**src/rtl/hdtw_pkg.sv**
```systemverilog
// ============================================================================
// hdtw_pkg: shared types and constants of the Huffman table-walk decoder
// Field widths, operation and register codes, and the structs passed
// between the front end, the walk engine and the top level.
// ============================================================================
package hdtw_pkg;

    // Fixed field widths.
    localparam int IDX_BITS    = 9;
    localparam int SYM_BITS    = 8;
    localparam int WORD_BITS   = 32;
    localparam int CNT_BITS    = 6;
    localparam int TABLE_DEPTH = 512;

    // Command queue between the front end and the walk engine.
    localparam int QUEUE_DEPTH = 4;
    localparam int QPTR_BITS   = $clog2(QUEUE_DEPTH);
    localparam int QCNT_BITS   = $clog2(QUEUE_DEPTH + 1);

    // Operation codes carried in the request's tuser.
    localparam logic OP_WRITE  = 1'b0;
    localparam logic OP_DECODE = 1'b1;

    // Configuration register indexes.
    localparam logic CFG_ROOT_INDEX = 1'b0;
    localparam logic CFG_LEAF_COUNT = 1'b1;

    // Register reset values.
    localparam logic [IDX_BITS-1:0] ROOT_RESET = 9'd510;
    localparam logic [IDX_BITS-1:0] LEAF_RESET = 9'd256;

    // One classified request as held in the command queue.
    typedef struct packed {
        logic                is_decode;
        logic [IDX_BITS-1:0] node_address;
        logic [IDX_BITS-1:0] left_child;
        logic [IDX_BITS-1:0] right_child;
        logic [SYM_BITS-1:0] symbol_value;
        logic [WORD_BITS-1:0] code_word;
        logic [CNT_BITS-1:0] bit_count;
        logic                restart;
    } t_cmd;

    // Configuration register values.
    typedef struct packed {
        logic [IDX_BITS-1:0] root_index;
        logic [IDX_BITS-1:0] leaf_count;
    } t_cfg;

    // Children of one table node.
    typedef struct packed {
        logic [IDX_BITS-1:0] left;
        logic [IDX_BITS-1:0] right;
    } t_children;

    // Walk engine states.
    typedef enum logic [1:0] {
        BK_IDLE,
        BK_WALK,
        BK_DRAIN,
        BK_FINISH
    } t_bk_state;

endpackage

```
**src/rtl/hdtw_front.sv**
```systemverilog
// ============================================================================
// hdtw_front: request intake and command queue
// Unpacks each accepted request, marks decode against table write, clamps
// the bit count to the word width and holds the result in a short queue.
// ============================================================================
module hdtw_front
    import hdtw_pkg::*;
(
    input  logic        i_clk,
    input  logic        i_rst_n,
    input  logic        s_axis_tvalid,
    output logic        s_axis_tready,
    // node_address, left_child, right_child, symbol_value, code_word,
    // bit_count, restart, zero fill
    input  logic [79:0] s_axis_tdata,
    // operation
    input  logic        s_axis_tuser,
    output t_cmd        o_cmd,
    output logic        o_cmd_valid,
    input  logic        i_pop
);

    t_cmd                 r_q [QUEUE_DEPTH];
    logic [QPTR_BITS-1:0] r_wr_ptr;
    logic [QPTR_BITS-1:0] r_rd_ptr;
    logic [QCNT_BITS-1:0] r_count;
    t_cmd                 in_cmd;
    logic [CNT_BITS-1:0]  raw_count;
    logic                 push;

    // Unpack the request and clamp the bit count.
    always_comb begin
        raw_count             = s_axis_tdata[72:67];
        in_cmd.is_decode      = (s_axis_tuser == OP_DECODE);
        in_cmd.node_address   = s_axis_tdata[8:0];
        in_cmd.left_child     = s_axis_tdata[17:9];
        in_cmd.right_child    = s_axis_tdata[26:18];
        in_cmd.symbol_value   = s_axis_tdata[34:27];
        in_cmd.code_word      = s_axis_tdata[66:35];
        in_cmd.bit_count      = (raw_count > CNT_BITS'(WORD_BITS)) ?
                                CNT_BITS'(WORD_BITS) : raw_count;
        in_cmd.restart        = s_axis_tdata[73];
    end

    assign s_axis_tready = (r_count != QCNT_BITS'(QUEUE_DEPTH));
    assign push          = s_axis_tvalid && s_axis_tready;
    assign o_cmd         = r_q[r_rd_ptr];
    assign o_cmd_valid   = (r_count != '0);

    // Queue storage.
    always_ff @(posedge i_clk) begin
        if (push) begin
            r_q[r_wr_ptr] <= in_cmd;
        end
    end

    // Queue pointers and fill count.
    always_ff @(posedge i_clk) begin
        if (!i_rst_n) begin
            r_wr_ptr <= '0;
            r_rd_ptr <= '0;
            r_count  <= '0;
        end else begin
            if (push) begin
                r_wr_ptr <= r_wr_ptr + QPTR_BITS'(1);
            end
            if (i_pop) begin
                r_rd_ptr <= r_rd_ptr + QPTR_BITS'(1);
            end
            if (push && !i_pop) begin
                r_count <= r_count + QCNT_BITS'(1);
            end else if (!push && i_pop) begin
                r_count <= r_count - QCNT_BITS'(1);
            end
        end
    end

`ifndef SYNTHESIS
    a_pop_nonempty: assert property (@(posedge i_clk) disable iff (!i_rst_n)
        i_pop |-> (r_count != '0))
        else $error("command popped from an empty queue");

    a_count_bound: assert property (@(posedge i_clk) disable iff (!i_rst_n)
        r_count <= QCNT_BITS'(QUEUE_DEPTH))
        else $error("queue count above depth");

    a_count_grows: assert property (@(posedge i_clk) disable iff (!i_rst_n)
        (push && !i_pop) |=> (r_count == $past(r_count) + QCNT_BITS'(1)))
        else $error("queue count did not follow a lone push");
`endif

endmodule

```
**config.mk**
```make
export PLATFORM = sky130hd
export DESIGN_NAME = hdtw_front
export DESIGN_NICKNAME = d
export VERILOG_FILES = /design/src/rtl/hdtw_pkg.sv /design/src/rtl/hdtw_front.sv
export SDC_FILE = /design/constraint.sdc
export NUM_CORES = 1
export LEC_CHECK = 0
export ABC_AREA = 1
export BUFFER_PORTS_ARGS = -buffer_cell sky130_fd_sc_hd__buf_2
export CAP_MARGIN = 20
export CORE_ASPECT_RATIO = 0.7
export CORE_MARGIN = 5
export CORE_UTILIZATION = 55
export CTS_CLUSTER_SIZE = 8
export DETAILED_ROUTE_END_ITERATION = 6
export HOLD_SLACK_MARGIN = 0.03
export PLACE_DENSITY = 0.77
export SLEW_MARGIN = 20
export SYNTH_ARGS = -nofsm -noshare
export SYNTH_HDL_FRONTEND = slang
export SYNTH_SLANG_ARGS = --single-unit
```
**constraint.sdc**
```tcl
create_clock -name i_clk -period 12.6 [get_ports i_clk]
set_clock_uncertainty 0.05 [all_clocks]
set_input_delay 2.52 -clock i_clk [delete_from_list [all_inputs] [get_ports i_clk]]
set_output_delay 2.52 -clock i_clk [all_outputs]
set_load 0.01 [all_outputs]
```
==> results of run 1 <==
==> routing by layer <==
metal | global-route usage, % | vias up | routed length (um)
met1 | 25.4 | 3442 | 10500
met3 | 5.84 | 33 | 1900
met5 | 0 | - | 53
met2 | 30.2 | 208 | 11400
met4 | 4.41 | 10 | 224
li1 | - | 3322 | -
==> cells in the final DEF, fill, tap and decap left out, types with 3 or more instances in the layout <==
master	n
sky130_fd_sc_hd__a21boi_0	3
sky130_fd_sc_hd__a21oi_1	5
sky130_fd_sc_hd__buf_2	155
sky130_fd_sc_hd__buf_4	10
sky130_fd_sc_hd__clkbuf_1	7
sky130_fd_sc_hd__clkbuf_16	45
sky130_fd_sc_hd__dfxtp_1	7
sky130_fd_sc_hd__diode_2	3
sky130_fd_sc_hd__edfxtp_1	300
sky130_fd_sc_hd__ha_1	5
sky130_fd_sc_hd__inv_1	18
sky130_fd_sc_hd__nand2_1	8
sky130_fd_sc_hd__nand3_1	5
sky130_fd_sc_hd__nor2_1	114
sky130_fd_sc_hd__nor2_2	5
sky130_fd_sc_hd__nor2_4	44
sky130_fd_sc_hd__o21ai_0	129
sky130_fd_sc_hd__o21ai_1	20
sky130_fd_sc_hd__o21ai_2	5
sky130_fd_sc_hd__o22ai_1	35
sky130_fd_sc_hd__o22ai_2	40
==> through the flow <==
stage	cell area, um2	setup WS [ns]	hold WS, ns	instances	util (%)
3_5_place_dp	13200	7.09	0.378	1198	60.4
5_1_grt	14300	6.37	0.418	1252	65.8
4_1_cts	14300	6.54	0.387	1251	65.7
2_1_floorplan	12200	6.27	0.362	799	-
3_3_place_gp	13100	7.17	0.366	1197	60.3
6_report	14400	6.65	0.382	1255	65.9
==> power groups by stage <==
stage / combinational [uW] / sequential, uW / clock (uW)
3_3_place_gp: 260 / 1250 / 0
6_report: 266 / 1230 / 1000
5_1_grt: 293 / 1230 / 1070
2_1_floorplan: 169 / 1250 / 0
4_1_cts: 269 / 1230 / 1020
3_5_place_dp: 267 / 1250 / 0
==> flip-flops by register name, summed over array words and instances, names as in the netlist, named ones only <==
register  count
r_count       3
r_q         300
r_rd_ptr      2
r_wr_ptr      2
==> layout make-up <==
class | count | area (um2)
Inverter | 20 | 80.1
Antenna cell | 3 | 7.51
Sequential cell | 309 | 9190
Clock inverter | 1 | 5.00
Timing Repair Buffer | 167 | 898
Clock buffer | 52 | 1150
Tap cell | 282 | 353
Fill cell | 1526 | 7440
Multi-Input combinational cell | 421 | 2660
==> worst min path at each step <==
| stage | endpoint | slack [ns] | depth (start not counted) |
|---|---|---|---|
| after global routing | flip-flop | 0.42 | 1 |
| after detailed placement | flip-flop | 0.38 | 1 |
| final | flip-flop | 0.38 | 1 |
| after CTS | flip-flop | 0.39 | 1 |
| after floorplan | flip-flop | 0.36 | 1 |
| after global placement | flip-flop | 0.37 | 1 |
==> cells by family after synthesis <==
group,after synthesis
simple gates,178
buf+inv,69
compound gates,237
fa+ha+maj,6
flops,309
==> impl_metrics.sql, run 1 <==
INSERT INTO impl_metrics (metric_group, metric, value, unit) VALUES
('yosys', 'synth_ff_type', 'sky130_fd_sc_hd__edfxtp_1', ''),
('worst_setup_path', 'timing.critical_path.depth', '5', ''),
('routing', 'drt_pass1_iterations', '5', ''),
('cts', 'clock_tree.root_cell', 'sky130_fd_sc_hd__clkbuf_16', ''),
('pwr', 'power_density', '174', 'nW/um2'),
('sta', 'final-setup-viol-count', '0', ''),
('yosys', 'ffs_w_async_s_r_synth', '0', '%'),
('worst_setup_path', 'cp_max_fo', '85', ''),
('worst_setup_path', 'worst_setup_path_end_kind', 'output pin', ''),
('yosys', 'synth_adder_area_share', '0.675', '%'),
('routing', 'drtAntennaViolNets', '0', ''),
('pwr', 'switching_share', '22.8', '%'),
('routing', 'routed_wirelength', '24100', 'um'),
('worst_setup_path', 'rr_worst_depth', '5', ''),
('worst_setup_path', 'crit_arrival', '3.38', 'ns'),
('cells_and_area', 'syn2layout_area_growth', '17.2', '%'),
('yosys', 'synthTopCellsByCount', 'sky130_fd_sc_hd__edfxtp_1 (300), sky130_fd_sc_hd__o21ai_0 (129), sky130_fd_sc_hd__nor2_1 (118), sky130_fd_sc_hd__nor2_4 (40), sky130_fd_sc_hd__o22ai_2 (40)', ''),
('hold_path', 'holdCritPathClass', 'reg2reg', ''),
('sta', 'rsz_0062_raised_after_global_routing', 'false', ''),
('cts', 'tritoncts', 'done', ''),
('pwr', 'share_seq_of_total_power', '49.3', '%'),
('die', 'core_area', '21800', 'um2'),
('yosys', 'synth_most_common_cell', 'sky130_fd_sc_hd__edfxtp_1', ''),
('yosys', 'mappedNetlistNets', '890', ''),
('sta', 'min_period_over_period', '47.2', '%'),
('pwr', 'ir_drop', '0.000127', 'V'),
('worst_setup_path', 'crit_path_end', 'o_cmd[25]', ''),
('cts', 'clock_sinks', '309', ''),
('routing', 'detail_route.iter0.violations', '467', ''),
('yosys', 'synth_warnings', '0', ''),
('cts', 'postcts_setup_bufs', '0', ''),
('routing', 'vias_per_cell', '5.59', ''),
('yosys', 'number_of_enable_type_register_cells_in_the_synthesized_netlist', '300', ''),
('sta', 'clock.fmax', '0.168', 'GHz'),
('worst_setup_path', 'r2r_setup_slack', '9.95', 'ns'),
('cells_and_area', 'layout.nets', '1054', ''),
('yosys', 'syn_std_cell_area', '12200', 'um2'),
('yosys', 'postSynthRegisterBits', '309', ''),
('cts', 'clock_insertion_delay_worst_skew', '0.51', 'ns'),
('cts', 'clk_pin_slew', '0.05', 'ns'),
('global_route', 'antenna_found_initial', '5', ''),
('sta', 'slew_headroom', '30.0', '%'),
('pwr', 'design_power_total', '2500', 'uW'),
('routing', 'detail_route.drc_violations', '0', ''),
('sta', 'final_max_slew_viol_count', '0', ''),
('global_route', 'grt_first_pass_wirelength', '37700', 'um'),
('pwr', 'cell_internal_pwr', '1930', 'uW'),
('placement', 'dp_hpwl', '13300', 'um'),
('worst_setup_path', 'worst_ep_required_time', '10.03', 'ns'),
('yosys', 'syn_inst', '799', ''),
('worst_setup_path', 'worst-path-buf-inv', '3', ''),
('placement', 'buffer_ports.inserted', '155', ''),
('die', 'floorplan.die.height', '135', 'um'),
('global_route', 'grt_util_all_layers', '18.7', '%'),
('yosys', 'yosysUniqueCellTypes', '26', ''),
('worst_setup_path', 'startpoint_type', 'flip-flop', ''),
('global_route', 'grt_start_max_net_pins', '86', ''),
('cts', 'clock_tree.buffer_depth', '3', ''),
('yosys', 'synth_top_family_by_area', 'compound AO/OA/AOI/OAI gates', ''),
('outcome', 'outcome', 'finished clean', ''),
('worst_setup_path', 'timing.setup.critical_path_class', 'reg2out', ''),
('die', 'starting_density_of_the_core', '56.2', '%'),
('global_route', 'grt_overflow_total', '0', ''),
('pwr', 'p_leak', '0.00498', 'uW'),
('pwr', 'switching_power', '570', 'uW'),
('die', 'dieWidth', '188', 'um'),
('yosys', 'post_synth_xor_area_fraction', '0', '%'),
('worst_setup_path', 'cp_slowest_stage_delay', '0.94', 'ns'),
('die', 'fp-row-count', '45', ''),
('cts', 'ctsHoldBuffers', '0', ''),
('yosys', 'seq_area_frac_synth', '75.1', '%');
(Power assumes the default switching activity.)
==> inputs of run 2 (changes only) <==
- clock period: 12.6 -> 6.11 ns (I/O delays scaled with it)
==> impl_metrics.sql, run 2 (synthesis gave the netlist of run 1 again) <==
INSERT INTO impl_metrics (metric_group, metric, value, unit) VALUES
('outcome', 'outcome', 'finished clean', ''),
('hold_path', 'holdCritPathClass', 'reg2reg', ''),
('die', 'starting_density_of_the_core', '56.2', '%'),
('worst_setup_path', 'timing.setup.critical_path_class', 'reg2out', ''),
('die', 'die_area', '25400', 'um2'),
('cells_and_area', 'post_layout_nonfiller_instances', '1255', ''),
('sta', 'min_period_over_period', '71.4', '%'),
('sta', 'rsz_0062_raised_after_global_routing', 'false', ''),
('worst_setup_path', 'worst-path-buf-inv', '3', ''),
('global_route', 'grt_start_max_net_pins', '100', ''),
('cts', 'tritoncts', 'done', ''),
('worst_setup_path', 'worst_ep_required_time', '4.84', 'ns'),
('global_route', 'grt_overflow_total', '0', ''),
('die', 'core_area', '21800', 'um2'),
('cells_and_area', 'largest_register_ff_count', '300', ''),
('job', 'cap_violations', '0', ''),
('cts', 'ctsResizeCount', '0', ''),
('die', 'boundaryPins', '162', ''),
('placement', 'dp_hpwl', '13900', 'um'),
('cells_and_area', 'layout.nets', '1054', ''),
('cts', 'clock_tree.root_cell', 'sky130_fd_sc_hd__clkbuf_16', ''),
('sta', 'timing_worst_slew_pin_value', '1.14', 'ns'),
('placement', 'routabilityCongestion', '0.727', ''),
('cells_and_area', 'mostFrequentLayoutCell', 'sky130_fd_sc_hd__edfxtp_1', ''),
('global_route', 'use_met2', '29.3', '%'),
('cells_and_area', 'commonest_non_fill_non_tap_cells_in_the_layout', 'sky130_fd_sc_hd__edfxtp_1 (300), sky130_fd_sc_hd__buf_2 (155), sky130_fd_sc_hd__o21ai_0 (129)', ''),
('worst_setup_path', 'cp_max_fo', '99', ''),
('global_route', 'grt_util_all_layers', '19.1', '%'),
('cells_and_area', 'syn2layout_area_growth', '17.0', '%'),
('cells_and_area', 'regMostFlops', 'r_q', ''),
('cts', 'cts_max_level', '2', ''),
('die', 'dieWidth', '188', 'um'),
('sta', 'final-hold-violation-count', '0', ''),
('global_route', 'antenna_found_initial', '8', ''),
('pwr', 'p_leak', '0.00498', 'uW'),
('routing', 'routed_wirelength', '24600', 'um'),
('global_route', 'grt_first_pass_wirelength', '38400', 'um'),
('worst_setup_path', 'crit_arrival', '3.09', 'ns'),
('pwr', 'ir_drop', '0.000291', 'V'),
('sta', 'slew_headroom', '23.7', '%'),
('routing', 'number_of_vias_after_detailed_routing', '7101', ''),
('routing', 'detail_route.drc_violations', '0', ''),
('global_route', 'grtUsageMet3', '6.33', '%'),
('worst_setup_path', 'cell_with_the_biggest_individual_delay_on_the_critical_path', 'sky130_fd_sc_hd__inv_6', ''),
('cts', 'cts_inserted_buffers', '44', ''),
('worst_setup_path', 'worst_setup_path_end_kind', 'output pin', ''),
('cells_and_area', 'drive_gt1_share', '32.0', '%'),
('placement', 'place_inst', '1199', ''),
('sta', 'timing.final.crit_period', '4.36', 'ns'),
('pwr', 'power_density', '360', 'nW/um2'),
('worst_setup_path', 'timing.critical_path.cells', 'inv_6, buf_4, o21ai_0, o22ai_1, buf_2', ''),
('global_route', 'first_global_vias', '7071', ''),
('cells_and_area', 'biggestRegsByFlops', 'r_q (300), r_count (3)', ''),
('global_route', 'groute.layer.met1.usage', '27.0', '%'),
('worst_setup_path', 'crit_family', 'buffers and inverters', ''),
('sta', 'whs', '0.400', 'ns'),
('cts', 'clk_pin_slew', '0.04', 'ns'),
('routing', 'post_drt_wl_per_cell', '19.6', 'um'),
('die', 'fp-row-count', '45', ''),
('cts', 'ctsHoldBuffers', '0', ''),
('cts', 'clock_sinks', '309', ''),
('worst_setup_path', 'startpoint_type', 'flip-flop', ''),
('die', 'floorplan.die.height', '135', 'um'),
('routing', 'drtAntennaViolNets', '0', ''),
('sta', 'final_max_slew_viol_count', '0', ''),
('global_route', 'gr-max-usage-layer', 'met2', ''),
('routing', 'detail_route.iter0.violations', '528', ''),
('worst_setup_path', 'cp_slowest_stage_delay', '0.74', 'ns'),
('placement', 'buffer_ports.inserted', '155', ''),
('routing', 'vias_per_cell', '5.66', ''),
('cts', 'postcts_setup_bufs', '0', ''),
('cts', 'clock_tree.buffer_depth', '3', ''),
('sta', 'clock.fmax', '0.229', 'GHz'),
('sta', 'final-setup-viol-count', '0', ''),
('routing', 'drt_pass1_iterations', '5', ''),
('cts', 'clock_insertion_delay_worst_skew', '0.50', 'ns'),
('sta', 'fin_setup_tns', '0', 'ns');
-- run 2: cell type report --
cell class,count,area [um2]
tap,282,353
clock buffer,53,1160
inverter,20,80.1
fill,1510,7470
antenna,2,5.00
sequential,309,9190
clock inverter,1,5.00
timing repair buffer,167,866
multi-input combinational,421,2660
-- run 2: metal layers --
layer | part of all wire, % | routed length, um
met5 | 0.28 | 70
met4 | 1.3 | 322
met3 | 8.6 | 2120
met2 | 46 | 11300
met1 | 44 | 10800
-- run 2: power by group --
| group | total, uW | leakage [uW] | internal, uW | switching, uW |
|---|---|---|---|---|
| Combinational | 549 | 0.00158 | 181 | 368 |
| Clock | 2070 | 0.000568 | 1300 | 770 |
| Sequential | 2540 | 0.00283 | 2490 | 43.9 |
-- run 2: through the flow --
stage          util, %  total power, uW  worst slack [ns]  instance area [um2]
2_1_floorplan        -             2920              1.08                12200
3_3_place_gp      60.4             3110              2.34                13200
5_1_grt           65.7             5360              1.62                14300
3_5_place_dp      60.4             3130              2.32                13200
6_report          65.7             5150              1.75                14300
4_1_cts           65.7             5200              1.77                14300
-- run 2: worst paths after layout --
kind | startpoint | end | slack (ns) | cells past startpoint
max reg2reg | r_count[0]$_SDFFE_PN0P_ | r_q[0][21]$_DFFE_PP_ | 3.31 | 5
max | flip-flop | o_cmd[25] | 1.75 | 5
min reg2reg | r_rd_ptr[1]$_SDFFE_PN0P_ | flip-flop | 0.40 | 1
min | r_rd_ptr[1]$_SDFFE_PN0P_ | flip-flop | 0.40 | 1
==> inputs of run 3 (changes only) <==
- CORE_UTILIZATION: 55 -> 52
- PLACE_DENSITY: 0.77 -> 0.76
- clock period: 6.11 -> 3.8 ns (I/O delays scaled with it)
==> impl_metrics.sql, run 3 (synthesis gave the netlist of run 1 again) <==
INSERT INTO impl_metrics (metric_group, metric, value, unit) VALUES
('outcome', 'outcome', 'finished clean', ''),
('cells_and_area', 'utilization', '61.7', '%'),
('global_route', 'grt_util_all_layers', '17.7', '%'),
('cts', 'clock_tree.buffer_depth', '3', ''),
('cells_and_area', 'sequential_cell_area', '9190', 'um2'),
('worst_setup_path', 'timing.critical_path.cells', 'buf_4, o21ai_0, o22ai_1, buf_2', ''),
('routing', 'drt_pass1_iterations', '5', ''),
('hold_path', 'holdCritPathClass', 'reg2reg', ''),
('die', 'die_area', '26800', 'um2'),
('sta', 'timing_worst_slew_pin_value', '0.674', 'ns'),
('worst_setup_path', 'startpoint_type', 'flip-flop', ''),
('cts', 'clock_tree.root_cell', 'sky130_fd_sc_hd__clkbuf_16', ''),
('placement', 'dp_hpwl', '14000', 'um'),
('cells_and_area', 'finish.instance_area', '14500', 'um2'),
('cells_and_area', 'largest_register_ff_count', '300', ''),
('die', 'core_area', '23400', 'um2'),
('die', 'fp-row-count', '47', ''),
('cells_and_area', 'layout.filler_cells', '1754', ''),
('sta', 'timing.final.crit_period', '3.20', 'ns'),
('worst_setup_path', 'cell_with_the_biggest_individual_delay_on_the_critical_path', 'sky130_fd_sc_hd__dfxtp_2', ''),
('placement', 'routabilityCongestion', '0.723', ''),
('cells_and_area', 'syn2layout_area_growth', '18.1', '%'),
('cts', 'tritoncts', 'done', ''),
('sta', 'whs', '0.417', 'ns'),
('pwr', 'p_leak', '0.00502', 'uW'),
('routing', 'post_drt_wl_per_cell', '18.8', 'um'),
('cts', 'clock_insertion_delay_worst_skew', '0.50', 'ns'),
('routing', 'detail_route.iter0.violations', '466', ''),
('cts', 'cts_max_level', '2', ''),
('pwr', 'ir_drop', '0.000485', 'V'),
('cts', 'clk_pin_slew', '0.05', 'ns'),
('cells_and_area', 'biggestRegsByFlops', 'r_q (300), r_count (3)', ''),
('global_route', 'grt_start_max_net_pins', '151', ''),
('routing', 'routed_wirelength', '24400', 'um'),
('worst_setup_path', 'cp_slowest_stage_delay', '0.72', 'ns'),
('routing', 'vias_per_cell', '5.47', ''),
('sta', 'clock.fmax', '0.312', 'GHz'),
('sta', 'final_max_slew_viol_count', '0', ''),
('cells_and_area', 'commonest_non_fill_non_tap_cells_in_the_layout', 'sky130_fd_sc_hd__edfxtp_1 (300), sky130_fd_sc_hd__buf_2 (155), sky130_fd_sc_hd__o21ai_0 (129)', ''),
('worst_setup_path', 'crit_arrival', '2.39', 'ns'),
('global_route', 'grt_overflow_total', '0', ''),
('routing', 'number_of_vias_after_detailed_routing', '7087', ''),
('cts', 'ctsResizeCount', '0', ''),
('placement', 'buffer_ports.inserted', '155', ''),
('job', 'cap_violations', '0', ''),
('worst_setup_path', 'worst_ep_required_time', '2.99', 'ns'),
('die', 'floorplan.die.height', '138', 'um'),
('worst_setup_path', 'cp_max_fo', '32', ''),
('placement', 'detailed_place.area', '13300', 'um2'),
('sta', 'final-hold-violation-count', '0', ''),
('cells_and_area', 'mostFrequentLayoutCell', 'sky130_fd_sc_hd__edfxtp_1', ''),
('cts', 'clock_sinks', '309', ''),
('die', 'boundaryPins', '162', ''),
('global_route', 'grt_first_pass_wirelength', '38500', 'um'),
('global_route', 'first_global_vias', '7188', ''),
('sta', 'rsz_0062_raised_after_global_routing', 'false', ''),
('sta', 'slew_headroom', '55.1', '%'),
('cts', 'cts_inserted_buffers', '44', ''),
('worst_setup_path', 'worst_setup_path_end_kind', 'output pin', ''),
('placement', 'place_inst', '1240', ''),
('sta', 'min_period_over_period', '84.3', '%'),
('cells_and_area', 'drive_gt1_share', '32.4', '%'),
('cells_and_area', 'post_layout_nonfiller_instances', '1295', ''),
('sta', 'final-setup-viol-count', '0', ''),
('worst_setup_path', 'timing.setup.critical_path_class', 'reg2out', ''),
('global_route', 'antenna_found_initial', '5', ''),
('routing', 'detail_route.drc_violations', '0', ''),
('cells_and_area', 'regMostFlops', 'r_q', ''),
('cts', 'postcts_setup_bufs', '0', ''),
('cts', 'ctsHoldBuffers', '0', ''),
('pwr', 'power_density', '573', 'nW/um2'),
('cells_and_area', 'multiInputGateArea', '2660', 'um2'),
('routing', 'drtAntennaViolNets', '0', ''),
('cells_and_area', 'layout.nets', '1059', ''),
('die', 'dieWidth', '193', 'um'),
('die', 'starting_density_of_the_core', '52.3', '%');
[run 3: cell count changes in the layout (fill, tap and decap cells not counted), sizes merged]
cell | before | now
buf | 167 | 172
diode | 2 | 1
[run 3: report_power, final]
group	switching [uW]	internal, uW
sequential	64.2	4010
combinational	597	302
clock	1230	2090
total	1890	6390
[run 3: final cells by class]
cell class                 count  share of cell area, %
multi-input combinational    421                   18.4
clock buffer                  53                   8.00
inverter                      20                  0.554
clock inverter                 1                 0.0346
sequential                   309                   63.6
tap                          318                   2.75
antenna                        1                 0.0173
timing repair buffer         172                   6.60
[run 3: worst paths after layout]
| path | from | to | slack (ns) | depth (start not counted) |
|---|---|---|---|---|
| worst min register to register | r_rd_ptr[1]$_SDFFE_PN0P_ | flip-flop | 0.42 | 1 |
| worst max register to register | r_count[0]$_SDFFE_PN0P_ | r_q[2][9]$_DFFE_PP_ | 1.51 | 5 |
| worst max-delay path | flip-flop | o_cmd[35] | 0.60 | 4 |
| worst min-delay path | r_rd_ptr[1]$_SDFFE_PN0P_ | flip-flop | 0.42 | 1 |
[run 3: layer usage]
metal	global-route usage (%)	wire (um)	share of wire, %	vias to the layer above
met4	4.62	413	1.7	10
met2	28.3	11400	47	229
met5	0	63	0.26	-
li1	-	-	-	3326
met1	24.2	10600	44	3464
met3	5.25	1900	7.8	58
[run 3: through the flow]
stage	total power [uW]	setup WS [ns]	TNS, ns
4_1_cts	8360	0.634	0
3_5_place_dp	5040	1.18	0
2_1_floorplan	4700	-0.770	-230.93
6_report	8280	0.596	0
3_3_place_gp	5010	1.19	0
5_1_grt	8620	0.528	0
[run 3: critical path, delay by kind of cell, from the launching register on]
family	cells	cell delay (ns)
flip-flops	1	0.72
buffers and inverters	2	0.66
AO/OA/AOI/OAI	2	0.49
